## src/rtl/cmh_pkg.sv

```systemverilog
// Shared constants and command codes for the chained hash map.
`timescale 1ns / 1ps
`default_nettype none
package cmh_pkg;

    localparam int CMD_W      = 2;
    localparam int KEY_PORT_W = 64;
    localparam int BYTE_W     = 8;
    localparam int TMPL_W     = 2;
    localparam int FUN_W      = 4;
    localparam int LIKES_W    = 14;
    localparam int VAL_W      = TMPL_W + FUN_W + LIKES_W;

    typedef enum logic [CMD_W-1:0] {
        CMD_INSERT = 2'd0,
        CMD_FIND   = 2'd1,
        CMD_ERASE  = 2'd2,
        CMD_NOP    = 2'd3
    } cmd_t;

endpackage
`default_nettype wire

```

## src/rtl/cmh_hash.sv

```systemverilog
// Byte-serial bucket hash: sum of byte i times ten to the i, modulo 2**$clog2(NUM_BUCKETS).
`timescale 1ns / 1ps
`default_nettype none
module cmh_hash #(
    parameter int NUM_BUCKETS = 256,
    parameter int KEY_BYTES   = 8
) (
    input  wire logic                           clk,
    input  wire logic                           rst_n,
    input  wire logic                           start,
    input  wire logic [8*KEY_BYTES-1:0]         key,
    output logic                                done,
    output logic [$clog2(NUM_BUCKETS)-1:0]      bucket
);
    import cmh_pkg::*;

    localparam int BKT_W = $clog2(NUM_BUCKETS);
    localparam int KEY_W = BYTE_W * KEY_BYTES;
    localparam int BC_W  = (KEY_BYTES > 1) ? $clog2(KEY_BYTES) : 1;

    logic [KEY_W-1:0] key_reg;
    logic [BKT_W-1:0] sum_reg;
    logic [BKT_W-1:0] scale_reg;
    logic [BC_W-1:0]  left_reg;
    logic             run_reg;
    logic             done_reg;

    logic [BKT_W+BYTE_W-1:0] prod;
    logic [BKT_W-1:0]        sum_next;
    logic [BKT_W-1:0]        scale_next;

    always_comb
    begin
        prod       = (BKT_W+BYTE_W)'(key_reg[BYTE_W-1:0]) * (BKT_W+BYTE_W)'(scale_reg);
        sum_next   = sum_reg + prod[BKT_W-1:0];
        scale_next = BKT_W'((BKT_W+4)'(scale_reg) * (BKT_W+4)'(10));
    end

    always_ff @(posedge clk or negedge rst_n)
    begin
        if (!rst_n)
        begin
            run_reg  <= 1'b0;
            done_reg <= 1'b0;
        end
        else
        begin
            done_reg <= 1'b0;
            if (start)
            begin
                run_reg   <= 1'b1;
                key_reg   <= key;
                sum_reg   <= '0;
                scale_reg <= BKT_W'(1);
                left_reg  <= BC_W'(KEY_BYTES - 1);
            end
            else if (run_reg)
            begin
                // advance one key byte per cycle
                sum_reg   <= sum_next;
                scale_reg <= scale_next;
                key_reg   <= key_reg >> BYTE_W;
                left_reg  <= left_reg - BC_W'(1);
                if (left_reg == '0)
                begin
                    run_reg  <= 1'b0;
                    done_reg <= 1'b1;
                end
            end
        end
    end

    assign done   = done_reg;
    assign bucket = sum_reg;

endmodule
`default_nettype wire

```

## config.mk

```make
export PLATFORM = sky130hd
export DESIGN_NAME = cmh_hash
export DESIGN_NICKNAME = d
export VERILOG_FILES = /design/src/rtl/cmh_pkg.sv /design/src/rtl/cmh_hash.sv
export SDC_FILE = /design/constraint.sdc
export NUM_CORES = 1
export LEC_CHECK = 0
export ABC_AREA = 1
export BUFFER_PORTS_ARGS = -buffer_cell sky130_fd_sc_hd__buf_2
export CAP_MARGIN = 0
export CELL_PAD_IN_SITES_DETAIL_PLACEMENT = 1
export CELL_PAD_IN_SITES_GLOBAL_PLACEMENT = 1
export CORE_MARGIN = 2
export CORE_UTILIZATION = 45
export CTS_BUF_LIST = sky130_fd_sc_hd__clkbuf_4 sky130_fd_sc_hd__clkbuf_8 sky130_fd_sc_hd__clkbuf_16
export DETAILED_ROUTE_END_ITERATION = 6
export PLACE_DENSITY_LB_ADDON = 0.1
export SYNTH_ARGS = -nofsm -noshare
export SYNTH_HDL_FRONTEND = slang
export SYNTH_SLANG_ARGS = --single-unit
```

## constraint.sdc

```tcl
create_clock -name clk -period 6 [get_ports clk]
set_input_delay 0.9 -clock clk [delete_from_list [all_inputs] [get_ports clk]]
set_output_delay 0.9 -clock clk [all_outputs]
set_load 0.02 [all_outputs]
```

== After elaboration in Yosys (flattened, before gate mapping) ==
Cells that the tools add are included.

* Output and inout bits: 9
* Flip-flop bits (word level): 85
* Input bits: 67
* Logic and storage cells: 24

* Muxes and demuxes: 11
* Multipliers: 2
* $add $sub $neg: 2
* Reductions and logical operators: 3

{| class="wikitable"
|+ Operators by type and width
! cell !! count
|-
| two-way mux 64 bit || 2
|-
| two-way mux 8 bit || 2
|-
| adder 8 bit || 1
|-
| multiplier 8 x 3 -> 7 bit, second input constant || 1
|-
| multiplier 8 x 8 -> 8 bit || 1
|-
| two-way mux 1 bit || 6
|-
| logical NOT 3 bit || 1
|-
| two-way mux 3 bit || 1
|-
| subtractor 3 x 1 -> 3 bit, second input constant || 1
|-
| AND reduction 2 bit || 1
|-
| nonzero test 2 bit || 1
|}

== Logic depth before layout (Yosys ltp) ==
Gate-level depths: netlist of the first run.

* Word-level depth: 4
* Depth in mapped cells: 25

== Worst setup path after synthesis of the first run ==
OpenSTA, ideal clock, no wires.

* Path type: in2reg
* Start point: input start
* End point: register key_reg[0], enable pin
* Library setup time: 0.487 ns
* Arrival time: 4.010 ns
* Path slack: 1.503 ns
* Cell stages on the path: 4
* Path buffers: 2
* Path through: buf_2 -> nor2_1 -> clkbuf_1 -> nor2_1

* Cells in the longest elaborated chain, start to end: 2

{| class="wikitable"
|+ Ends and longest elaborated chain
! what !! RTL line !! source
|-
| start, declared || cmh_hash.sv:10 || <nowiki>input wire logic start,</nowiki>
|-
| nonzero test 2 bit (no source line) || - ||
|-
| AND reduction 2 bit (no source line) || - ||
|-
| end signal, assigned || cmh_hash.sv:52 || <nowiki>key_reg <= key;</nowiki>
|-
| end signal, assigned || cmh_hash.sv:62 || <nowiki>key_reg <= key_reg >> BYTE_W;</nowiki>
|-
| end, declared || cmh_hash.sv:21 || <nowiki>logic [KEY_W-1:0] key_reg;</nowiki>
|}

No other way between the ends.
A chain may end at the register's enable or synchronous reset.

== Final worst setup path of the first run ==
* Start point: register key_reg[1]
* End point: register sum_reg[7], in the netlist bucket[7], data pin

* Cells in the longest elaborated chain, start to end: 3

{| class="wikitable"
|+ Ends and longest elaborated chain
! what !! RTL line !! source
|-
| multiplier 8 x 8 -> 8 bit || cmh_hash.sv:34 || <nowiki>prod = (BKT_W+BYTE_W)'(key_reg[BYTE_W-1:0]) * (BKT_W+BYTE_W)'(scale_reg);</nowiki>
|-
| adder 8 bit || cmh_hash.sv:35 || <nowiki>sum_next = sum_reg + prod[BKT_W-1:0];</nowiki>
|-
| two-way mux 8 bit || cmh_hash.sv:57 || <nowiki>else if (run_reg)</nowiki>
|-
| end signal, assigned || cmh_hash.sv:60 || <nowiki>sum_reg <= sum_next;</nowiki>
|-
| end, declared || cmh_hash.sv:22 || <nowiki>logic [BKT_W-1:0] sum_reg;</nowiki>
|}

No other way between the ends.

==> results of run 1 <==
-- layer usage --
metal / up-vias / global-route usage, %
met1: 1736 / 23.1
li1: 1831 / -
met4: 0 / 5.79
met5: - / 0
met3: 8 / 3.62
met2: 52 / 35.1
-- stage by stage --
step | utilization [%] | total power, mW
2_1_floorplan | - | 1.26
3_3_place_gp | 50.4 | 1.41
3_5_place_dp | 50.4 | 1.45
4_1_cts | 52.2 | 1.86
5_1_grt | 52.2 | 1.98
6_report | 52.2 | 1.83
-- cell usage in the layout (no fill, tap or decap), types with 2 or more instances in the layout --
master      count
o21ai_1         4
clkinvlp_4      2
clkbuf_8        9
a22o_1          5
inv_1          75
xor2_1          2
clkinv_1        2
ha_1           26
nand2_2         5
o22ai_1         3
fa_1           19
xnor2_1         5
nor2_1          7
buf_2          75
clkbuf_4        2
buf_4           3
nand2_1       243
edfxtp_1       83
dfrtp_1         2
a21oi_1         6
inv_2           4
nand3_1        15
o21ai_0         4
-- Yosys cell counts (2+ instances only) --
library cell	number
edfxtp_1	83
a22o_1	5
inv_1	75
dfrtp_1	2
nand2_2	5
ha_1	26
clkbuf_1	9
nor2_1	8
nand2_1	243
o21ai_1	4
buf_4	3
xnor2_1	5
o21ai_0	4
xor2_1	2
o22ai_1	3
buf_2	5
a21oi_1	6
nand3_1	15
inv_2	4
fa_1	19
clkinv_1	2
buf_1	2
-- path summary, 6_finish.rpt --
| check | startpoint | endpoint | slack [ps] | cells past startpoint |
|---|---|---|---|---|
| setup reg to reg | key_reg[1]$_DFFE_PP_ | bucket[7]$_SDFFCE_PP0P_ | 1780 | 19 |
| setup / recovery | key_reg[1]$_DFFE_PP_ | bucket[7]$_SDFFCE_PP0P_ | 1780 | 19 |
| hold reg to reg | key_reg[19]$_DFFE_PP_ | key_reg[11]$_DFFE_PP_ | 510 | 2 |
| min in group asynchronous | rst_n | done$_DFF_PN0_ | 540 | 1 |
| max in group asynchronous | rst_n | run_reg$_DFF_PN0_ | 5100 | 1 |
| hold / removal | key_reg[19]$_DFFE_PP_ | key_reg[11]$_DFFE_PP_ | 510 | 2 |
-- area by class of cell --
cell class,instances,area [um^2]
fill,1322,5180
sequential,85,2540
multi-input combinational,354,2040
timing repair buffer,78,398
inverter,82,310
tap,140,175
clock buffer,11,139
clock inverter,5,58.8
-- power by group through the flow --
stage               logic, mW  registers, mW  clock network, mW
floorplan               0.468          0.791                  0
global placement        0.627          0.779                  0
detailed placement      0.665          0.781                  0
CTS                     0.668          0.768              0.419
global route            0.756          0.776              0.445
finish                  0.656          0.767              0.409
-- worst min-delay path, stage by stage (launching register included) --
cell and delay [ps]:
edfxtp_1 330, nand2_1 50, nand2_1 50
-- cell families (layout without fill, tap and decap cells) --
family	Yosys count	after routing	synth area share (%)
XOR/XNOR	8	8	1.55
adder cells (fa/ha/maj)	45	45	14.1
flip-flops	85	85	50.9
AO/OA/AOI/OAI	27	27	3.48
buffers and inverters	103	176	8.49
AND/OR/NAND/NOR	274	274	21.5
==> results.md, run 1 <==
* Clock share of power at between 20% and 30%
* VDD IR max at 0.212 mV
* Num rows at 38
* TritonCTS Buffers at 9
* Crit start category: flip-flop
* Clock transition at path regs at 90 ps
* Starting Density at 46.1%
* Synth warn at 0
* Hold crit path type: flip-flop to flip-flop
* Cell Area, Synth at approximately 5000 um^2
* First-pass GRT wire length at between 15000 and 20000 um
* CP endpoint kind: flip-flop
* Initial antenna violation count at 0
* Core area at between 10000 and 15000 um^2
* 1st-iter DRT viols at between 80 and 90
* Tmin final at 4220 ps
* Critical path class: flip-flop to flip-flop
* DRT Pass-1 Iters at 4
* Largest stage delay, worst path at 550 ps
* Largest net degree at the start of global routing at 73
* Wire per inst at approximately 14 um
* DP Worst Slack at ~1800 ps
* Avg Vias per Cell at slightly below 5
* DP Area at roughly 5500 um^2
* Area grow syn2layout at 13.3%
* Fmax achieved at 0.237 GHz
* Syn Nets at ~650
* RSZ-0062 raised after global routing: false
* CTS Root Buffer Type: clkbuf_8
* Routed length on met3 at around 360 um
* Hold Slack at roughly 510 ps
* Mean post-synth cell area at 9.22 um^2
* CP required at approximately 6100 ps
* Sw frac at 34.9%
* Cell count after placement at about 740
* Fin. max-slew vios at 0
* Cts hold-fix bufs at 0
* Buffers & Inverters on Critical Path at 5
* Antenna Nets Post-Route at 0
* Worst Clk Skew at between 8 and 9 ps
* Post-synth cell types at 34
* Vias at roughly 3600
* Hpwl dp at 7920 um
* Pwr Density at 324 nW/um^2
* Final worst-path cycle share at between 70% and 80%
* CP max FO at 8
* Largest register FFs at 64
* Final nets at 722
* Diodes inserted at 0
* Most frequent CP cell: inv_1
* CP Data Arrival Time at between 4000 and 5000 ps
* Internal at 1.19 mW
* Remaining DRCs at 0
* Delay-heaviest family, CP: adder cells
* Outcome: finished clean
* Post-CTS Setup Inserts at 0
* CTS tree: done
* Die Y at 109 um
* EDFF count, synth at between 80 and 90
* Post-route insts no fill at 755
* Synthesis-stage register bit count at 85
* Gate Count Post-Synth at roughly 540
* Fin Setup TNS at 0 ps
* Leakage power at about 2.9 nW
* Layout cell share with drive strength beyond 1 at 17.9%
* Die width at about 110 um
* Final setup fails at 0
* Full die area at between 10000 and 15000 um^2
* H-tree levels at 3
* Max transition margin at approximately 35%
* # IOs at 76
* PnR worst setup slack at 1780 ps
* Vias in the first global route at between 3000 and 4000
* Design area at around 5700 um^2
* Max layer used: met4
* Yosys top cell area share at 49.9%
* GPL Wtd Cong at approximately 0.84
* Clock Latency Late Sink at around 340 ps
* Final Hold Fails at 0
* Largest buffer count on any clock path at 2
* Grt total ovfl at 0
* Seq pwr share at a little over two fifths
* WL met1 at approximately 4500 um
* Max_cap viols at 0
* Synth Flop Type: edfxtp_1
* CTS resizes at 0
* Crit-path cells: nand2_1 -> fa_1 -> fa_1 -> inv_1 -> fa_1 -> inv_1 -> fa_1 -> inv_1 -> ha_1 -> a21oi_1 -> nand3_1 -> nand2_1 -> nand3_1 -> nand2_4 -> inv_1 -> nand2_1 -> nand3_1 -> nand2_1 -> inv_1
* Worst Tran Pin Value at just under 1000 ps
* Sequential-to-total area share from yosys stat at 50.9%
* Sw Pwr at 0.639 mW
* Metal2 WL at between 5000 and 6000 um
* Combinational share of power at between 30 and 40%
* Async S/R FF share, synth at 2.35%
* Gr usage total at between 15 and 20%
* Total Routed Length at around 11000 um
* Crit-path slowest cell: fa_1
* Synth top area cells: edfxtp_1 (50%), nand2_1 (18%), fa_1 (7.6%)
* IO Port Bufs at between 70 and 80
* Synth area leader: edfxtp_1
* Clock sink count at 85
Note: power is estimated with default switching activity, not from simulation.
==> run 2: changes to the inputs <==
CORE_UTILIZATION = 40   (was 45)
clock period = 3.4 ns   (was 6 ns; I/O delays follow)
==> run 2 against run 1 <==
The run now ends with negative setup slack left. Non-clock buffer count increased by 28. Largest power group is now combinational logic. Global-route usage is 0.067 points lower. Final area is 8.1% higher. Clock power rose by 140%.
==> results.md, run 2 (synthesis results as in run 1) <==
* Outcome: complete, but fails checks (was finished clean)
* Failing checks: negative setup slack
* Remaining DRCs at 0 (unchanged)
* Pwr Density at 626 nW/um^2 (was 324 nW/um^2)
* Tmin final at 3960 ps (was 4220 ps)
* Design Power at 3.83 mW (was 1.83 mW)
* Worst Clk Skew at 7.36 ps (was 8.61 ps)
* Antenna Nets Post-Route at 0 (unchanged)
* CP max FO at 6 (was 8)
* Diodes inserted at 0 (unchanged)
* VDD IR max at 0.456 mV (was 0.212 mV)
* Hold crit path type: primary input to asynchronous set/reset pin (was flip-flop to flip-flop)
* Final Hold Fails at 0 (unchanged)
* Critical path class: flip-flop to flip-flop (unchanged)
* Grt total ovfl at 0 (unchanged)
* Vias at 3762 (was 3627)
* H-tree levels at 3 (unchanged)
* Largest register FFs at 64 (unchanged)
* Core area at 12100 um^2 (was 10800 um^2)
* Fin Setup TNS at -862 ps (was 0 ps)
* Worst Tran Pin Value at 933 ps (was 966 ps)
* Crit Reg-Reg Startpoint: scale_reg[0]$_SDFFCE_PP1P_ (was key_reg[1]$_DFFE_PP_)
* Design area at 6120 um^2 (was 5660 um^2)
* Crit start category: flip-flop (unchanged)
* Critical R2R Capture: bucket[7]$_SDFFCE_PP0P_ (unchanged)
* Most frequent cells in the layout: nand2_1 (236), edfxtp_1 (83), buf_2 (75), inv_1 (66), buf_4 (29) (was nand2_1 (243), edfxtp_1 (83), inv_1 (75), buf_2 (75), ha_1 (26))
* First-pass GRT wire length at 19500 um (was 17700 um)
* Layout cell share with drive strength beyond 1 at 26.0% (was 17.9%)
* Starting Density at 41.3% (was 46.1%)
* Fin. max-slew vios at 0 (unchanged)
* TritonCTS Buffers at 9 (unchanged)
* Final worst-path cycle share at 116% (was 70.4%)
* Die Y at 116 um (was 109 um)
* Max transition margin at 37.6% (was 35.4%)
* DP Worst Slack at -667 ps (was 1750 ps)
* Avg Vias per Cell at 4.64 (was 4.80)
* PnR worst setup slack at -558 ps (was 1780 ps)
* DP Area at 5740 um^2 (was 5460 um^2)
* Fillers at 1432 (was 1322)
* DRT Pass-1 Iters at 4 (unchanged)
* CP Data Arrival Time at 4060 ps (was 4340 ps)
* CP endpoint kind: flip-flop (unchanged)
* Largest net degree at the start of global routing at 65 (was 73)
* Hpwl dp at 8800 um (was 7920 um)
* Full die area at 13400 um^2 (was 12000 um^2)
* Gr usage total at 19.2% (was 19.3%)
* RSZ-0062 raised after global routing: true (was false)
* Total Routed Length at 11600 um (was 10600 um)
* Largest buffer count on any clock path at 2 (unchanged)
* Die width at 116 um (was 109 um)
* Clock sink count at 85 (unchanged)
* Wire per inst at 14.3 um (was 14.0 um)
* Fmax achieved at 0.253 GHz (was 0.237 GHz)
* Final nets at 750 (was 722)
* Cts hold-fix bufs at 0 (unchanged)
* CTS tree: done (unchanged)
* Clock transition at path regs at 60 ps (was 90 ps)
* IO Port Bufs at 75 (unchanged)
* Max_cap viols at 0 (unchanged)
* CP required at 3500 ps (was 6120 ps)
* Register-to-Register Path Depth at 24 (was 19)
* Leakage power at 3.11 nW (was 2.91 nW)
* R2r setup slk at -560 ps (was 1780 ps)
* Initial antenna violation count at 0 (unchanged)
* Num rows at 40 (was 38)
* CTS Root Buffer Type: clkbuf_16 (was clkbuf_8)
* Hold Slack at 159 ps (was 515 ps)
* Vias in the first global route at 4131 (was 3853)
* Commonest non-fill, non-tap cell in the layout: nand2_1 (unchanged)
* 1st-iter DRT viols at 103 (was 85)
* # IOs at 76 (unchanged)
* Clock Latency Late Sink at 340 ps (about the same)
* Final setup fails at 3 (was 0)
* GPL Wtd Cong at 0.789 (was 0.838)
* Area grow syn2layout at 22.5% (was 13.3%)
run 2: cell types whose count changed in the layout (fill, tap and decap cells not counted), sizes merged:
| cell | previous run | this run |
|---|---|---|
| buf | 78 | 106 |
| clkinv | 3 | 6 |
| clkinvlp | 2 | 0 |
| clkbuf | 11 | 10 |
run 2: layer usage:
metal	global-route usage (%)	part of all wire, %	vias to the layer above
li1	-	-	1892
met1	23.5	43	1790
met2	33.1	51	66
met3	5.33	4.1	14
met4	5.95	1.7	0
met5	0	0	-
run 2: repair_timing:
item / CTS / global route
cloned: 0 / 0
setup endpoints to repair: 4 / 4
resized for setup: 11 / 6
setup buffers: 3 / 1
pin swaps: 8 / 2
run 2: area by class of cell:
| class | count | area, um^2 | area share, % |
|---|---|---|---|
| flip-flops and latches | 85 | 2540 | 41.5 |
| clock buffers | 10 | 233 | 3.80 |
| well taps | 168 | 210 | 3.43 |
| inverters | 82 | 310 | 5.07 |
| clock inverters | 6 | 61.3 | 1.00 |
| multi-input cells | 354 | 2140 | 34.9 |
| repair buffers | 106 | 624 | 10.2 |
run 2: how the worst max path moves through the flow:
stage                                    endpoint                        from
after global routing      bucket[7]$_SDFFCE_PP0P_  scale_reg[1]$_SDFFCE_PP0P_
after CTS                 bucket[7]$_SDFFCE_PP0P_  scale_reg[0]$_SDFFCE_PP1P_
after global placement    bucket[7]$_SDFFCE_PP0P_  scale_reg[1]$_SDFFCE_PP0P_
final                     bucket[7]$_SDFFCE_PP0P_  scale_reg[0]$_SDFFCE_PP1P_
after detailed placement  bucket[7]$_SDFFCE_PP0P_  scale_reg[1]$_SDFFCE_PP0P_
after floorplan           bucket[7]$_SDFFCE_PP0P_  scale_reg[0]$_SDFFCE_PP1P_
run 2: power by group:
group / total, mW / internal, mW / switching, mW
registers: 1.35 / 1.29 / 0.0574
logic: 1.50 / 0.664 / 0.831
clock network: 0.987 / 0.576 / 0.410
total: 3.83 / 2.53 / 1.30
run 2: worst max-delay path: stages, from the launching register on:
cell	delay (ps)
edfxtp_1	500
buf_4	190
nand2_1	60
inv_1	60
fa_2	520
ha_1	230
ha_1	210
inv_2	60
fa_1	410
inv_1	70
ha_2	190
inv_1	60
fa_2	380
inv_2	80
nand3_2	80
nand2_1	70
nand2_1	60
nand2_2	70
inv_1	50
nand2_2	70
nand2_4	40
nand3_1	70
nand3_1	80
nand2_1	90
inv_1	40
run 2: metrics by stage:
| step | cells | util [%] |
|---|---|---|
| 2_1_floorplan | 542 | - |
| 3_3_place_gp | 791 | 47.4 |
| 3_5_place_dp | 791 | 47.4 |
| 4_1_cts | 810 | 50.4 |
| 5_1_grt | 811 | 50.5 |
| 6_report | 811 | 50.5 |
