$ cat src/rtl/cmh_ram.sv
// Generic single-write, single-read RAM with registered read data.
`timescale 1ns / 1ps
`default_nettype none
module cmh_ram #(
    parameter int WIDTH = 8,
    parameter int DEPTH = 16
) (
    input  wire logic                     clk,
    input  wire logic                     we,
    input  wire logic [$clog2(DEPTH)-1:0] waddr,
    input  wire logic [WIDTH-1:0]         wdata,
    input  wire logic [$clog2(DEPTH)-1:0] raddr,
    output logic      [WIDTH-1:0]         rdata
);

    logic [WIDTH-1:0] mem [DEPTH];

    always_ff @(posedge clk)
    begin
        if (we)
        begin
            mem[waddr] <= wdata;
        end
        rdata <= mem[raddr];
    end

endmodule
`default_nettype wire

$ cat config.mk
export PLATFORM = sky130hd
export DESIGN_NAME = cmh_ram
export DESIGN_NICKNAME = d
export VERILOG_FILES = /design/src/rtl/cmh_ram.sv
export SDC_FILE = /design/constraint.sdc
export NUM_CORES = 1
export LEC_CHECK = 0
export BUFFER_PORTS_ARGS = -buffer_cell sky130_fd_sc_hd__buf_2
export CORE_MARGIN = 4
export CORE_UTILIZATION = 65
export DETAILED_ROUTE_END_ITERATION = 7
export PLACE_DENSITY = 0.86
export SLEW_MARGIN = 10
export SYNTH_ARGS = -nofsm -noshare
export SYNTH_HDL_FRONTEND = slang
export SYNTH_SLANG_ARGS = --single-unit
$ cat constraint.sdc
create_clock -name clk -period 3.15 [get_ports clk]
set_input_delay 0.63 -clock clk [delete_from_list [all_inputs] [get_ports clk]]
set_output_delay 0.63 -clock clk [all_outputs]
set_load 0.03 [all_outputs]
* After elaboration in Yosys (flattened, before gate mapping) *
Memory sizes are Yosys's and may differ from the RTL's. A register that Yosys moved wholly into a read port is not among the register bits.
Index checks and enable logic that the tools add are counted.

word-level totals
  memories kept = 1
  bits in registers = 0
  latch bits = 0
  bits of input ports = 18
  memory bits (writable) = 128
  memory bits (read-only) = 0
  output and inout bits = 8
  logic and storage cells = 3

cells by class
  eq/ne operators = 0
  $add $sub $neg = 0
  div/mod/pow operators = 0
  bitwise operators = 0
  magnitude comparators = 0
  reductions and logical operators = 0
  mux-type cells = 2
  $mul = 0
  shifts and indexed selects = 0

memories
  name  words  bits a word  read ports  clocked after memory_dff  write ports  line  text
  mem   16     8            1           1                         1            16    logic [WIDTH-1:0] mem [DEPTH];

operator list
  kind    count
  $mux 1  2

* Depth between registers and ports, before layout *
Gate-level depths: netlist of the first run.

  word-level depth = 2
  depth in mapped cells = 5
  depth with buffers taken out = 3

* Worst setup path after synthesis of the first run *
No wires, ideal clock.

  kind = input port to flip-flop
  start = in waddr[2]
  end = mem mem[0][0], enable pin
  cell stages on the path = 2
  setup time = 383 ps
  required time = 2,767 ps
  buffers on the path = 0
  path slack = 1,027 ps
  arrival = 1,740 ps
  cells stage by stage = or3b_2 nor3_1

RTL lines
  what                line  text
  start: declaration  10    input wire logic [$clog2(DEPTH)-1:0] waddr,
  end: declaration    16

Straight into the memory's write port.

==> results of run 1 <==
## per-layer routing
metal,global-route usage,vias up
met2,0.350,135
met5,0,-
met1,0.318,1261
li1,-,1061
met4,0.0810,0
met3,0.0779,11
## sequential cells by signal (all words and copies together) (netlist names)
signal,flops
mem,128
rdata,8
## how the worst max path moves through the flow
stage	from	slack (ns)	cells past startpoint	to
after detailed placement	raddr[0]	0.66	5	rdata[1]
after CTS	raddr[0]	1.12	5	rdata[1]
after global placement	raddr[0]	0.72	5	rdata[1]
after floorplan	waddr[2]	1.03	2	mem[0][0]
after global routing	raddr[0]	1.03	5	rdata[1]
final	raddr[0]	1.10	5	rdata[1]
## area by class of cell
class / instances / area share
Timing Repair Buffer: 34 / 0.0321
Clock buffer: 18 / 0.0696
Tap cell: 102 / 0.0213
Sequential cell: 136 / 0.667
Clock inverter: 13 / 0.0338
Multi-Input combinational cell: 83 / 0.176
## layout by cell type, fill, tap and decap left out, types with 2 or more instances in the layout
cell type / count
sky130_fd_sc_hd__edfxtp_1: 128
sky130_fd_sc_hd__buf_2: 25
sky130_fd_sc_hd__mux4_2: 18
sky130_fd_sc_hd__a22oi_1: 16
sky130_fd_sc_hd__clkbuf_16: 16
sky130_fd_sc_hd__mux4_1: 14
sky130_fd_sc_hd__nor2_1: 13
sky130_fd_sc_hd__nand2_1: 9
sky130_fd_sc_hd__buf_4: 9
sky130_fd_sc_hd__dfxtp_1: 8
sky130_fd_sc_hd__bufinv_16: 5
sky130_fd_sc_hd__nor3_1: 4
sky130_fd_sc_hd__clkinv_1: 3
sky130_fd_sc_hd__nand3b_1: 2
sky130_fd_sc_hd__nand2b_1: 2
sky130_fd_sc_hd__clkinvlp_4: 2
sky130_fd_sc_hd__clkinv_4: 2
## power groups by stage
stage | combinational (mW) | clock, mW | sequential (mW)
2_1_floorplan | 0.103 | 0 | 2.09
3_3_place_gp | 0.192 | 0 | 2.07
3_5_place_dp | 0.199 | 0 | 2.07
4_1_cts | 0.202 | 2.09 | 2.04
5_1_grt | 0.215 | 2.18 | 2.04
6_report | 0.200 | 2.06 | 2.04
## metrics by stage
stage | instances | cell area (um2) | hold WS [ns] | setup WS, ns
finish | 386 | 6000 | 0.496 | 1.10
global route | 386 | 6000 | 0.483 | 1.03
CTS | 386 | 6000 | 0.476 | 1.12
detailed placement | 355 | 5380 | 0.665 | 0.659
global placement | 355 | 5380 | 0.650 | 0.722
floorplan | 229 | 5150 | 0.629 | 1.03
## cells by family (layout without fill, tap and decap cells)
kind of cell / Yosys count / count (layout)
buffers and inverters: 10 / 65
AO/OA/AOI/OAI: 16 / 16
AND/OR/NAND/NOR: 35 / 35
multiplexers: 32 / 32
flip-flops: 136 / 136
==> flow_results.xml, run 1 <==
<?xml version="1.0" encoding="UTF-8"?>
<metrics>
  <group name="critical_path">
    <metric name="crit_path_leading_delay_family" unit="">buffers and inverters</metric>
    <metric name="critPathMaxStageDelay" unit="ns">0.61</metric>
    <metric name="cp_max_fo" unit="">21</metric>
    <metric name="critical_path_cell_with_the_highest_stage_delay" unit="">sky130_fd_sc_hd__mux4_1</metric>
    <metric name="worst-setup-path-type" unit="">in2reg</metric>
    <metric name="worst_ep_required_time" unit="ns">3.54</metric>
    <metric name="crit-reg2reg-launch" unit="">mem[9][1]</metric>
    <metric name="cp.arrival" unit="ns">2.44</metric>
    <metric name="worst_r2r_dst" unit="">rdata[1]</metric>
    <metric name="startpoint_type" unit="">input pin</metric>
    <metric name="cp_num_buf_inv" unit="">2</metric>
    <metric name="ff2ff_path_depth" unit="">3</metric>
    <metric name="crit_path_cell_trace" unit="">buf_2 &gt; buf_4 &gt; mux4_1 &gt; a22oi_1 &gt; nand2_1</metric>
    <metric name="critical_path.endpoint_type" unit="">register</metric>
    <metric name="setup.reg_to_reg.worst_slack" unit="ns">1.75</metric>
  </group>
  <group name="final_layout">
    <metric name="sequential_cell_area" unit="mm2">0.00400</metric>
    <metric name="nFillCells" unit="">377</metric>
    <metric name="multi_input_comb_area" unit="mm2">0.00106</metric>
    <metric name="antenna_cells_inserted" unit="">0</metric>
    <metric name="nets" unit="">290</metric>
    <metric name="final_util" unit="">0.777</metric>
    <metric name="layout-area-overhead-vs-synth" unit="%">16.6</metric>
    <metric name="layout-drive-gt1-share" unit="">0.282</metric>
  </group>
  <group name="timing">
    <metric name="fin_crit_sh" unit="">0.651</metric>
    <metric name="setup_tns" unit="ns">0</metric>
    <metric name="slew-limit-headroom" unit="">0.407</metric>
    <metric name="max_slew.worst_pin.slew" unit="ns">0.886</metric>
    <metric name="finalHoldViolCount" unit="">0</metric>
    <metric name="timing.final.max_slew_violations" unit="">0</metric>
    <metric name="finClkSkew" unit="ns">0.00580</metric>
    <metric name="final-setup-viol-count" unit="">0</metric>
    <metric name="rsz0062_at_grt" unit="">false</metric>
    <metric name="post-route-min-period" unit="ns">2.05</metric>
    <metric name="max_clock_freq" unit="GHz">0.488</metric>
  </group>
  <group name="die">
    <metric name="num_rows" unit="">32</metric>
    <metric name="die_height" unit="um">97.0</metric>
    <metric name="die_area" unit="mm2">0.00941</metric>
    <metric name="initial_utilization" unit="">0.666</metric>
    <metric name="die_w" unit="um">97.0</metric>
    <metric name="io_pins" unit="">26</metric>
    <metric name="core_area" unit="mm2">0.00773</metric>
  </group>
  <group name="worst_hold_path">
    <metric name="min_path_type" unit="">in2reg</metric>
    <metric name="min_delay_path_depth" unit="">1</metric>
    <metric name="holdCritStartpoint" unit="">wdata[5]</metric>
    <metric name="min_to" unit="">mem[8][5]</metric>
  </group>
  <group name="routing">
    <metric name="met1_length" unit="mm">4.02</metric>
    <metric name="route.detailed.drc" unit="">0</metric>
    <metric name="wire_per_inst" unit="um">26.0</metric>
    <metric name="drt_pre_antenna_iters" unit="">4</metric>
    <metric name="viasPerCell" unit="">6.39</metric>
    <metric name="wl_met2" unit="mm">5.02</metric>
    <metric name="detail-route-antenna-nets" unit="">0</metric>
    <metric name="top_layer_used" unit="">met4</metric>
    <metric name="detail_route.wirelength" unit="mm">10.0</metric>
    <metric name="wl_met3" unit="um">863</metric>
    <metric name="drt_first_iter_violations" unit="">301</metric>
    <metric name="vias" unit="">2468</metric>
  </group>
  <group name="synthesis">
    <metric name="postSynth.asyncResetShare" unit="">0</metric>
    <metric name="synth.cell_area" unit="mm2">0.00515</metric>
    <metric name="average_footprint_of_a_synthesized_cell" unit="um2">22.5</metric>
    <metric name="yosys.area_share.simple" unit="">0.0318</metric>
    <metric name="ys_seq_elements" unit="">136</metric>
    <metric name="synth_largest_type_area_fraction" unit="">0.747</metric>
    <metric name="syn_inst" unit="">229</metric>
    <metric name="yosys-mux-area-fraction" unit="">0.150</metric>
    <metric name="syn-num-nets" unit="">247</metric>
    <metric name="yosys-top-cells-area" unit="">sky130_fd_sc_hd__edfxtp_1 (75%), sky130_fd_sc_hd__mux4_2 (7.9%), sky130_fd_sc_hd__mux4_1 (7.1%)</metric>
    <metric name="synth_most_common_cell" unit="">sky130_fd_sc_hd__edfxtp_1</metric>
    <metric name="synth-compound-area-share" unit="">0.0233</metric>
    <metric name="synth_ff_type" unit="">sky130_fd_sc_hd__edfxtp_1</metric>
    <metric name="yosys.area_share.adder" unit="">0</metric>
    <metric name="synth_sequential_area_ratio" unit="">0.778</metric>
    <metric name="yosys-top-cells-count" unit="">sky130_fd_sc_hd__edfxtp_1 (128), sky130_fd_sc_hd__mux4_2 (18), sky130_fd_sc_hd__a22oi_1 (16)</metric>
    <metric name="number_of_enable_type_register_cells_in_the_synthesized_netlist" unit="">128</metric>
    <metric name="yosysWarningCount" unit="">0</metric>
    <metric name="synth_top_family_by_area" unit="">multiplexers</metric>
    <metric name="synth_xor_area_frac" unit="">0</metric>
    <metric name="netlist.top_cell.by_area" unit="">sky130_fd_sc_hd__edfxtp_1</metric>
    <metric name="synthDistinctLibCells" unit="">19</metric>
  </group>
  <group name="global_route">
    <metric name="first_pass_grt_wire_length" unit="mm">15.3</metric>
    <metric name="grt_start_max_net_pins" unit="">33</metric>
    <metric name="vias_in_the_first_global_route" unit="">2521</metric>
    <metric name="number_of_antenna_violations_at_the_first_check_in_global_routing" unit="">0</metric>
    <metric name="grt_remaining_overflow" unit="">0</metric>
    <metric name="grt_usage" unit="">0.230</metric>
  </group>
  <group name="power">
    <metric name="power_switching" unit="mW">0.846</metric>
    <metric name="p_per_area" unit="mW/mm2">717</metric>
    <metric name="sequentialPowerShare" unit="">0.474</metric>
    <metric name="power_leakage" unit="nW">2.04</metric>
    <metric name="power.ir.vdd_worst" unit="uV">569</metric>
    <metric name="switching_share" unit="">0.197</metric>
    <metric name="clockPowerShare" unit="">0.479</metric>
    <metric name="cell_internal_pwr" unit="mW">3.46</metric>
    <metric name="power_frac_comb" unit="">0.047</metric>
    <metric name="power" unit="mW">4.30</metric>
  </group>
  <group name="clock_network">
    <metric name="worst_skew_pair_later_pin_latency" unit="ns">0.52</metric>
    <metric name="cts-root-buf" unit="">sky130_fd_sc_hd__clkbuf_8</metric>
    <metric name="holdBufCountCts" unit="">0</metric>
    <metric name="cts-buffers-inserted" unit="">17</metric>
    <metric name="cts_tree" unit="">yes</metric>
    <metric name="cts.path.max_buffers" unit="">2</metric>
    <metric name="cts.sink_count" unit="">136</metric>
    <metric name="clkSlewWorstSetupHoldPaths" unit="ns">0.06</metric>
    <metric name="ctsHtreeMaxLevel" unit="">4</metric>
    <metric name="ctsResizeCount" unit="">0</metric>
    <metric name="cts_post_setup_buffers_inserted" unit="">0</metric>
  </group>
  <group name="placement">
    <metric name="place.detailed.hpwl" unit="mm">5.90</metric>
    <metric name="place.port_buffers" unit="">25</metric>
    <metric name="gp_congestion" unit="">0.750</metric>
  </group>
  <group name="outcome">
    <metric name="status" unit="">completed</metric>
  </group>
  <group name="run">
    <metric name="drv.max_cap_violation_count" unit="">0</metric>
  </group>
</metrics>
(Power assumes the default switching activity.)
==> inputs of run 2 (changes only) <==
--- a/config.mk
+++ b/config.mk
@@ -5,11 +5,12 @@
 export SDC_FILE = /design/constraint.sdc
 export NUM_CORES = 1
 export LEC_CHECK = 0
+export ABC_AREA = 1
 export BUFFER_PORTS_ARGS = -buffer_cell sky130_fd_sc_hd__buf_2
 export CORE_MARGIN = 4
-export CORE_UTILIZATION = 65
+export CORE_UTILIZATION = 61
 export DETAILED_ROUTE_END_ITERATION = 7
-export PLACE_DENSITY = 0.86
+export PLACE_DENSITY = 0.81
 export SLEW_MARGIN = 10
 export SYNTH_ARGS = -nofsm -noshare
 export SYNTH_HDL_FRONTEND = slang
==> constraint.sdc (replaced) <==
create_clock -name clk -period 1.9 [get_ports clk]
set_input_delay 0.38 -clock clk [delete_from_list [all_inputs] [get_ports clk]]
set_output_delay 0.38 -clock clk [all_outputs]
set_load 0.03 [all_outputs]
==> flow_results.xml, run 2 <==
<?xml version="1.0" encoding="UTF-8"?>
<metrics>
  <group name="outcome">
    <metric name="status" unit="">completed</metric>
  </group>
  <group name="synthesis">
    <metric name="synth_ff_type" unit="">sky130_fd_sc_hd__edfxtp_1</metric>
    <metric name="yosys-top-cells-area" unit="">sky130_fd_sc_hd__edfxtp_1 (67%), sky130_fd_sc_hd__nand2_1 (11%), sky130_fd_sc_hd__nand3_1 (8.4%)</metric>
    <metric name="postSynth.asyncResetShare" unit="">0</metric>
    <metric name="average_footprint_of_a_synthesized_cell" unit="um2">10.5</metric>
    <metric name="number_of_enable_type_register_cells_in_the_synthesized_netlist" unit="">128</metric>
    <metric name="synth_largest_type_area_fraction" unit="">0.667</metric>
    <metric name="yosysWarningCount" unit="">0</metric>
    <metric name="yosys-top-cells-count" unit="">sky130_fd_sc_hd__nand2_1 (173), sky130_fd_sc_hd__edfxtp_1 (128), sky130_fd_sc_hd__inv_1 (100)</metric>
    <metric name="synth_most_common_cell" unit="">sky130_fd_sc_hd__nand2_1</metric>
    <metric name="syn_inst" unit="">551</metric>
    <metric name="syn-num-nets" unit="">569</metric>
    <metric name="netlist.top_cell.by_area" unit="">sky130_fd_sc_hd__edfxtp_1</metric>
    <metric name="synth_sequential_area_ratio" unit="">0.694</metric>
    <metric name="ys_seq_elements" unit="">136</metric>
    <metric name="synthDistinctLibCells" unit="">12</metric>
    <metric name="synth.cell_area" unit="mm2">0.00577</metric>
  </group>
  <group name="final_layout">
    <metric name="largest_register_ff_count" unit="">128</metric>
    <metric name="reg_with_most_ffs" unit="">mem</metric>
    <metric name="layout-area-overhead-vs-synth" unit="%">15.1</metric>
    <metric name="antenna_cells_inserted" unit="">0</metric>
    <metric name="nets" unit="">609</metric>
    <metric name="layout.cells.most_common_list" unit="">sky130_fd_sc_hd__nand2_1 (173), sky130_fd_sc_hd__edfxtp_1 (128), sky130_fd_sc_hd__inv_1 (100), sky130_fd_sc_hd__nand3_1 (97), sky130_fd_sc_hd__buf_2 (25)</metric>
    <metric name="layout-drive-gt1-share" unit="">0.129</metric>
    <metric name="final_common_cell" unit="">sky130_fd_sc_hd__nand2_1</metric>
    <metric name="largestRegisters" unit="">mem: 128 flops, rdata: 8 flops</metric>
  </group>
  <group name="worst_hold_path">
    <metric name="min_path_type" unit="">in2reg</metric>
    <metric name="holdCritStartpoint" unit="">raddr[3]</metric>
  </group>
  <group name="timing">
    <metric name="final-setup-viol-count" unit="">0</metric>
    <metric name="rsz0062_at_grt" unit="">false</metric>
    <metric name="timing.final.ws_setup" unit="ns">0.469</metric>
    <metric name="max_slew.worst_pin.slew" unit="ns">0.580</metric>
    <metric name="fin_crit_sh" unit="">0.753</metric>
    <metric name="setup_tns" unit="ns">0</metric>
    <metric name="max_clock_freq" unit="GHz">0.699</metric>
    <metric name="timing.final.max_slew_violations" unit="">0</metric>
    <metric name="post-route-min-period" unit="ns">1.43</metric>
    <metric name="finClkSkew" unit="ns">0.00841</metric>
    <metric name="finalHoldViolCount" unit="">0</metric>
    <metric name="slew-limit-headroom" unit="">0.613</metric>
  </group>
  <group name="clock_network">
    <metric name="cts_post_setup_buffers_inserted" unit="">0</metric>
    <metric name="cts_tree" unit="">yes</metric>
    <metric name="ctsHtreeMaxLevel" unit="">4</metric>
    <metric name="holdBufCountCts" unit="">0</metric>
    <metric name="ctsResizeCount" unit="">0</metric>
    <metric name="clkSlewWorstSetupHoldPaths" unit="ns">0.06</metric>
    <metric name="cts.sink_count" unit="">136</metric>
    <metric name="cts.path.max_buffers" unit="">2</metric>
    <metric name="cts-root-buf" unit="">sky130_fd_sc_hd__clkbuf_8</metric>
    <metric name="cts-buffers-inserted" unit="">17</metric>
    <metric name="worst_skew_pair_later_pin_latency" unit="ns">0.51</metric>
  </group>
  <group name="global_route">
    <metric name="grt_usage" unit="">0.240</metric>
    <metric name="number_of_antenna_violations_at_the_first_check_in_global_routing" unit="">0</metric>
    <metric name="grt_remaining_overflow" unit="">0</metric>
    <metric name="first_pass_grt_wire_length" unit="mm">19.9</metric>
    <metric name="groute.layer.met2.usage" unit="">0.404</metric>
    <metric name="grt_start_max_net_pins" unit="">65</metric>
    <metric name="globalRoute.busiestLayer" unit="">met2</metric>
    <metric name="global_route.usage.met1" unit="">0.308</metric>
    <metric name="grt_use_met3" unit="">0.0502</metric>
    <metric name="vias_in_the_first_global_route" unit="">3749</metric>
  </group>
  <group name="routing">
    <metric name="wire_per_inst" unit="um">17.2</metric>
    <metric name="viasPerCell" unit="">5.36</metric>
    <metric name="detail_route.wirelength" unit="mm">12.6</metric>
    <metric name="drt_pre_antenna_iters" unit="">7</metric>
    <metric name="vias" unit="">3926</metric>
    <metric name="detail-route-antenna-nets" unit="">0</metric>
    <metric name="route.detailed.drc" unit="">0</metric>
    <metric name="drt_first_iter_violations" unit="">480</metric>
  </group>
  <group name="critical_path">
    <metric name="worst-setup-path-type" unit="">reg2out</metric>
    <metric name="cp.arrival" unit="ns">1.05</metric>
    <metric name="cp_max_fo" unit="">1</metric>
    <metric name="critPathMaxStageDelay" unit="ns">0.34</metric>
    <metric name="critical_path.endpoint_type" unit="">primary output</metric>
    <metric name="crit_path_start" unit="">rdata[2]</metric>
    <metric name="critical_path_cell_with_the_highest_stage_delay" unit="">sky130_fd_sc_hd__dfxtp_1</metric>
    <metric name="crit_path_cell_trace" unit="">buf_2</metric>
    <metric name="startpoint_type" unit="">register</metric>
    <metric name="crit_path_leading_delay_family" unit="">flip-flops</metric>
    <metric name="worst_ep_required_time" unit="ns">1.52</metric>
    <metric name="crit-reg2reg-launch" unit="">mem[0][2]</metric>
    <metric name="cp_num_buf_inv" unit="">1</metric>
  </group>
  <group name="die">
    <metric name="die_area" unit="mm2">0.0111</metric>
    <metric name="num_rows" unit="">35</metric>
    <metric name="core_area" unit="mm2">0.00924</metric>
    <metric name="die_w" unit="um">105</metric>
    <metric name="die_height" unit="um">105</metric>
    <metric name="initial_utilization" unit="">0.624</metric>
    <metric name="io_pins" unit="">26</metric>
  </group>
  <group name="power">
    <metric name="p_per_area" unit="mW/mm2">1050</metric>
    <metric name="power.ir.vdd_worst" unit="uV">747</metric>
    <metric name="power_leakage" unit="nW">2.90</metric>
  </group>
  <group name="placement">
    <metric name="dpl_worst_slack" unit="ns">0.366</metric>
    <metric name="place.detailed.hpwl" unit="mm">7.42</metric>
    <metric name="place.port_buffers" unit="">25</metric>
    <metric name="gp_congestion" unit="">0.818</metric>
  </group>
  <group name="run">
    <metric name="drv.max_cap_violation_count" unit="">0</metric>
  </group>
</metrics>
==> run 2: changes by cell type in the layout (fill, tap and decap cells not counted), moves of 3 or more <==
cell	delta
sky130_fd_sc_hd__a22oi_1	-16
sky130_fd_sc_hd__buf_4	+9
sky130_fd_sc_hd__bufinv_16	-3
sky130_fd_sc_hd__clkinv_1	-3
sky130_fd_sc_hd__inv_1	+100
sky130_fd_sc_hd__mux4_1	-14
sky130_fd_sc_hd__mux4_2	-18
sky130_fd_sc_hd__nand2_1	+164
sky130_fd_sc_hd__nand3_1	+96
sky130_fd_sc_hd__nor2_1	+4
sky130_fd_sc_hd__nor3_1	-4
==> run 2: cells by family after synthesis <==
kind of cell,synth area share
AND/OR/NAND/NOR,0.210
buffers and inverters,0.0952
flip-flops,0.694
==> run 2: final timing paths <==
kind                            slack, ns  depth (start not counted)        to
worst min register to register       0.69                          6  rdata[3]
worst min-delay path                 0.22                          3  rdata[3]
worst max register to register       0.83                          6  rdata[2]
worst max-delay path                 0.47                          1  rdata[2]
==> run 2: final cells by class <==
cell class,count,area (um2)
fill,568,2600
clock inverter,13,145
timing repair buffer,45,300
inverter,102,383
multi-input combinational,289,1210
sequential,136,4000
tap,129,161
clock buffer,19,432
==> run 2: layer usage <==
metal / up-vias / share of wire
met5: - / 0
met4: 0 / 0.025
met3: 29 / 0.083
met2: 225 / 0.50
met1: 1821 / 0.39
li1: 1851 / -
==> run 2: power breakdown <==
group / internal (mW) / switching [mW]
sequential: 3.35 / 0.0179
clock: 1.91 / 1.24
combinational: 0.121 / 0.324
total: 5.39 / 1.58
==> run 2: stage by stage <==
stage,power [mW],area (um2),utilization,hold slack (ns),instances
6_report,6.97,6640,0.718,0.219,733
5_1_grt,7.18,6640,0.718,0.226,733
4_1_cts,6.97,6640,0.718,0.215,733
3_5_place_dp,3.87,6060,0.656,0.674,701
3_3_place_gp,3.85,6060,0.656,0.640,701
2_1_floorplan,3.71,5770,-,0.479,551
==> inputs of run 3 (changes only) <==
==> constraint.sdc (replaced) <==
create_clock -name clk -period 1.5 [get_ports clk]
set_input_delay 0.3 -clock clk [delete_from_list [all_inputs] [get_ports clk]]
set_output_delay 0.3 -clock clk [all_outputs]
set_load 0.03 [all_outputs]
==> flow_results.xml, run 3 (synthesized netlist as in run 2, its figures left out) <==
<?xml version="1.0" encoding="UTF-8"?>
<metrics>
  <group name="outcome">
    <metric name="status" unit="">completed</metric>
  </group>
  <group name="placement">
    <metric name="gp_congestion" unit="">0.858</metric>
    <metric name="place.port_buffers" unit="">25</metric>
    <metric name="dpl_cell_area" unit="mm2">0.00610</metric>
    <metric name="place.detailed.hpwl" unit="mm">7.67</metric>
  </group>
  <group name="power">
    <metric name="switching_share" unit="">0.233</metric>
    <metric name="cell_internal_pwr" unit="mW">6.61</metric>
    <metric name="sequentialPowerShare" unit="">0.495</metric>
    <metric name="p_per_area" unit="mW/mm2">1300</metric>
    <metric name="power_frac_comb" unit="">0.067</metric>
    <metric name="clockPowerShare" unit="">0.438</metric>
    <metric name="power.ir.vdd_worst" unit="uV">1190</metric>
    <metric name="power_switching" unit="mW">2.01</metric>
    <metric name="power_leakage" unit="nW">2.91</metric>
  </group>
  <group name="critical_path">
    <metric name="critical_path_cell_with_the_highest_stage_delay" unit="">sky130_fd_sc_hd__dfxtp_1</metric>
    <metric name="crit_path_cell_trace" unit="">buf_2</metric>
    <metric name="critical_path.endpoint_type" unit="">primary output</metric>
    <metric name="worst_ep_required_time" unit="ns">1.20</metric>
    <metric name="setup.reg_to_reg.worst_slack" unit="ns">0.45</metric>
    <metric name="cp_max_fo" unit="">1</metric>
    <metric name="startpoint_type" unit="">register</metric>
    <metric name="cp_num_buf_inv" unit="">1</metric>
    <metric name="critPathMaxStageDelay" unit="ns">0.35</metric>
    <metric name="worst-setup-path-type" unit="">reg2out</metric>
    <metric name="cp.arrival" unit="ns">1.07</metric>
    <metric name="crit_path_leading_delay_family" unit="">flip-flops</metric>
  </group>
  <group name="die">
    <metric name="die_height" unit="um">105</metric>
    <metric name="num_rows" unit="">35</metric>
    <metric name="die_w" unit="um">105</metric>
    <metric name="core_area" unit="mm2">0.00924</metric>
    <metric name="die_area" unit="mm2">0.0111</metric>
    <metric name="io_pins" unit="">26</metric>
    <metric name="initial_utilization" unit="">0.624</metric>
  </group>
  <group name="timing">
    <metric name="timing.final.max_slew_violations" unit="">0</metric>
    <metric name="finClkSkew" unit="ns">0.00602</metric>
    <metric name="final.hold.worst_slack" unit="ns">0.149</metric>
    <metric name="max_slew.worst_pin.slew" unit="ns">0.535</metric>
    <metric name="rsz0062_at_grt" unit="">false</metric>
    <metric name="post-route-min-period" unit="ns">1.37</metric>
    <metric name="final-setup-viol-count" unit="">0</metric>
    <metric name="finalHoldViolCount" unit="">0</metric>
    <metric name="max_clock_freq" unit="GHz">0.730</metric>
    <metric name="setup_tns" unit="ns">0</metric>
    <metric name="slew-limit-headroom" unit="">0.643</metric>
    <metric name="fin_crit_sh" unit="">0.914</metric>
  </group>
  <group name="final_layout">
    <metric name="antenna_cells_inserted" unit="">0</metric>
    <metric name="largestRegisters" unit="">mem: 128 flops, rdata: 8 flops</metric>
    <metric name="layout.cells.most_common_list" unit="">sky130_fd_sc_hd__nand2_1 (173), sky130_fd_sc_hd__edfxtp_1 (128), sky130_fd_sc_hd__inv_1 (100), sky130_fd_sc_hd__nand3_1 (97), sky130_fd_sc_hd__buf_2 (25)</metric>
    <metric name="final_common_cell" unit="">sky130_fd_sc_hd__nand2_1</metric>
    <metric name="reg_with_most_ffs" unit="">mem</metric>
    <metric name="layout-area-overhead-vs-synth" unit="%">15.3</metric>
    <metric name="largest_register_ff_count" unit="">128</metric>
    <metric name="final_util" unit="">0.720</metric>
    <metric name="nets" unit="">613</metric>
    <metric name="layout-drive-gt1-share" unit="">0.135</metric>
    <metric name="post-route-cell-area" unit="mm2">0.00665</metric>
  </group>
  <group name="clock_network">
    <metric name="cts_tree" unit="">yes</metric>
    <metric name="cts.path.max_buffers" unit="">2</metric>
    <metric name="cts-root-buf" unit="">sky130_fd_sc_hd__clkbuf_8</metric>
    <metric name="cts_post_setup_buffers_inserted" unit="">0</metric>
    <metric name="ctsResizeCount" unit="">0</metric>
    <metric name="cts.sink_count" unit="">136</metric>
    <metric name="worst_skew_pair_later_pin_latency" unit="ns">0.52</metric>
    <metric name="holdBufCountCts" unit="">0</metric>
    <metric name="ctsHtreeMaxLevel" unit="">4</metric>
    <metric name="clkSlewWorstSetupHoldPaths" unit="ns">0.06</metric>
    <metric name="cts-buffers-inserted" unit="">17</metric>
  </group>
  <group name="global_route">
    <metric name="grt_remaining_overflow" unit="">0</metric>
    <metric name="grt_start_max_net_pins" unit="">65</metric>
    <metric name="first_pass_grt_wire_length" unit="mm">20.9</metric>
    <metric name="number_of_antenna_violations_at_the_first_check_in_global_routing" unit="">0</metric>
    <metric name="vias_in_the_first_global_route" unit="">4009</metric>
    <metric name="grt_usage" unit="">0.249</metric>
  </group>
  <group name="routing">
    <metric name="detail-route-antenna-nets" unit="">0</metric>
    <metric name="detail_route.wirelength" unit="mm">12.9</metric>
    <metric name="route.detailed.drc" unit="">0</metric>
    <metric name="wire_per_inst" unit="um">17.5</metric>
    <metric name="drt_pre_antenna_iters" unit="">5</metric>
    <metric name="viasPerCell" unit="">5.49</metric>
    <metric name="drt_first_iter_violations" unit="">496</metric>
    <metric name="vias" unit="">4043</metric>
  </group>
  <group name="worst_hold_path">
    <metric name="min_path_type" unit="">in2reg</metric>
  </group>
  <group name="run">
    <metric name="drv.max_cap_violation_count" unit="">0</metric>
  </group>
</metrics>
[run 3: final timing paths]
check | from | end | depth (start not counted)
max | rdata[6] | rdata[6] | 1
min | raddr[3] | rdata[7] | 3
max reg2reg | mem[10][5] | rdata[5] | 6
min reg2reg | mem[14][0] | rdata[0] | 6
[run 3: per-layer routing]
metal / vias up / wire [um] / GRT usage
met5: - / 0 / 0
met4: 0 / 263 / 0.0890
met3: 30 / 1310 / 0.0594
met2: 243 / 6590 / 0.413
met1: 1905 / 4760 / 0.320
li1: 1865 / - / -
[run 3: power groups by stage]
stage	clock network (mW)	logic (mW)	registers, mW
global placement	0	0.542	4.35
detailed placement	0	0.565	4.35
finish	3.78	0.580	4.27
CTS	3.80	0.577	4.27
global route	3.98	0.633	4.28
floorplan	0	0.300	4.40
[run 3: layout make-up]
type	count	area, um2
Inverter	102	383
Clock inverter	14	126
Clock buffer	18	418
Fill cell	570	2590
Tap cell	129	161
Multi-Input combinational cell	289	1210
Sequential cell	136	4000
Timing Repair Buffer	49	343
[run 3: worst reg2reg max path: cells and delay by family (launching register included)]
kind / cells / cell delay, ns
buffers and inverters: 1 / 0.07
DFF: 1 / 0.36
and+or+nand+nor: 5 / 0.50
[run 3: stage by stage]
stage | std cells | power (mW) | worst slack (ns)
3_5_place_dp | 705 | 4.92 | 0.0891
2_1_floorplan | 551 | 4.70 | 0.249
3_3_place_gp | 705 | 4.89 | 0.144
4_1_cts | 737 | 8.65 | 0.105
6_report | 737 | 8.63 | 0.129
5_1_grt | 737 | 8.89 | 0.0677
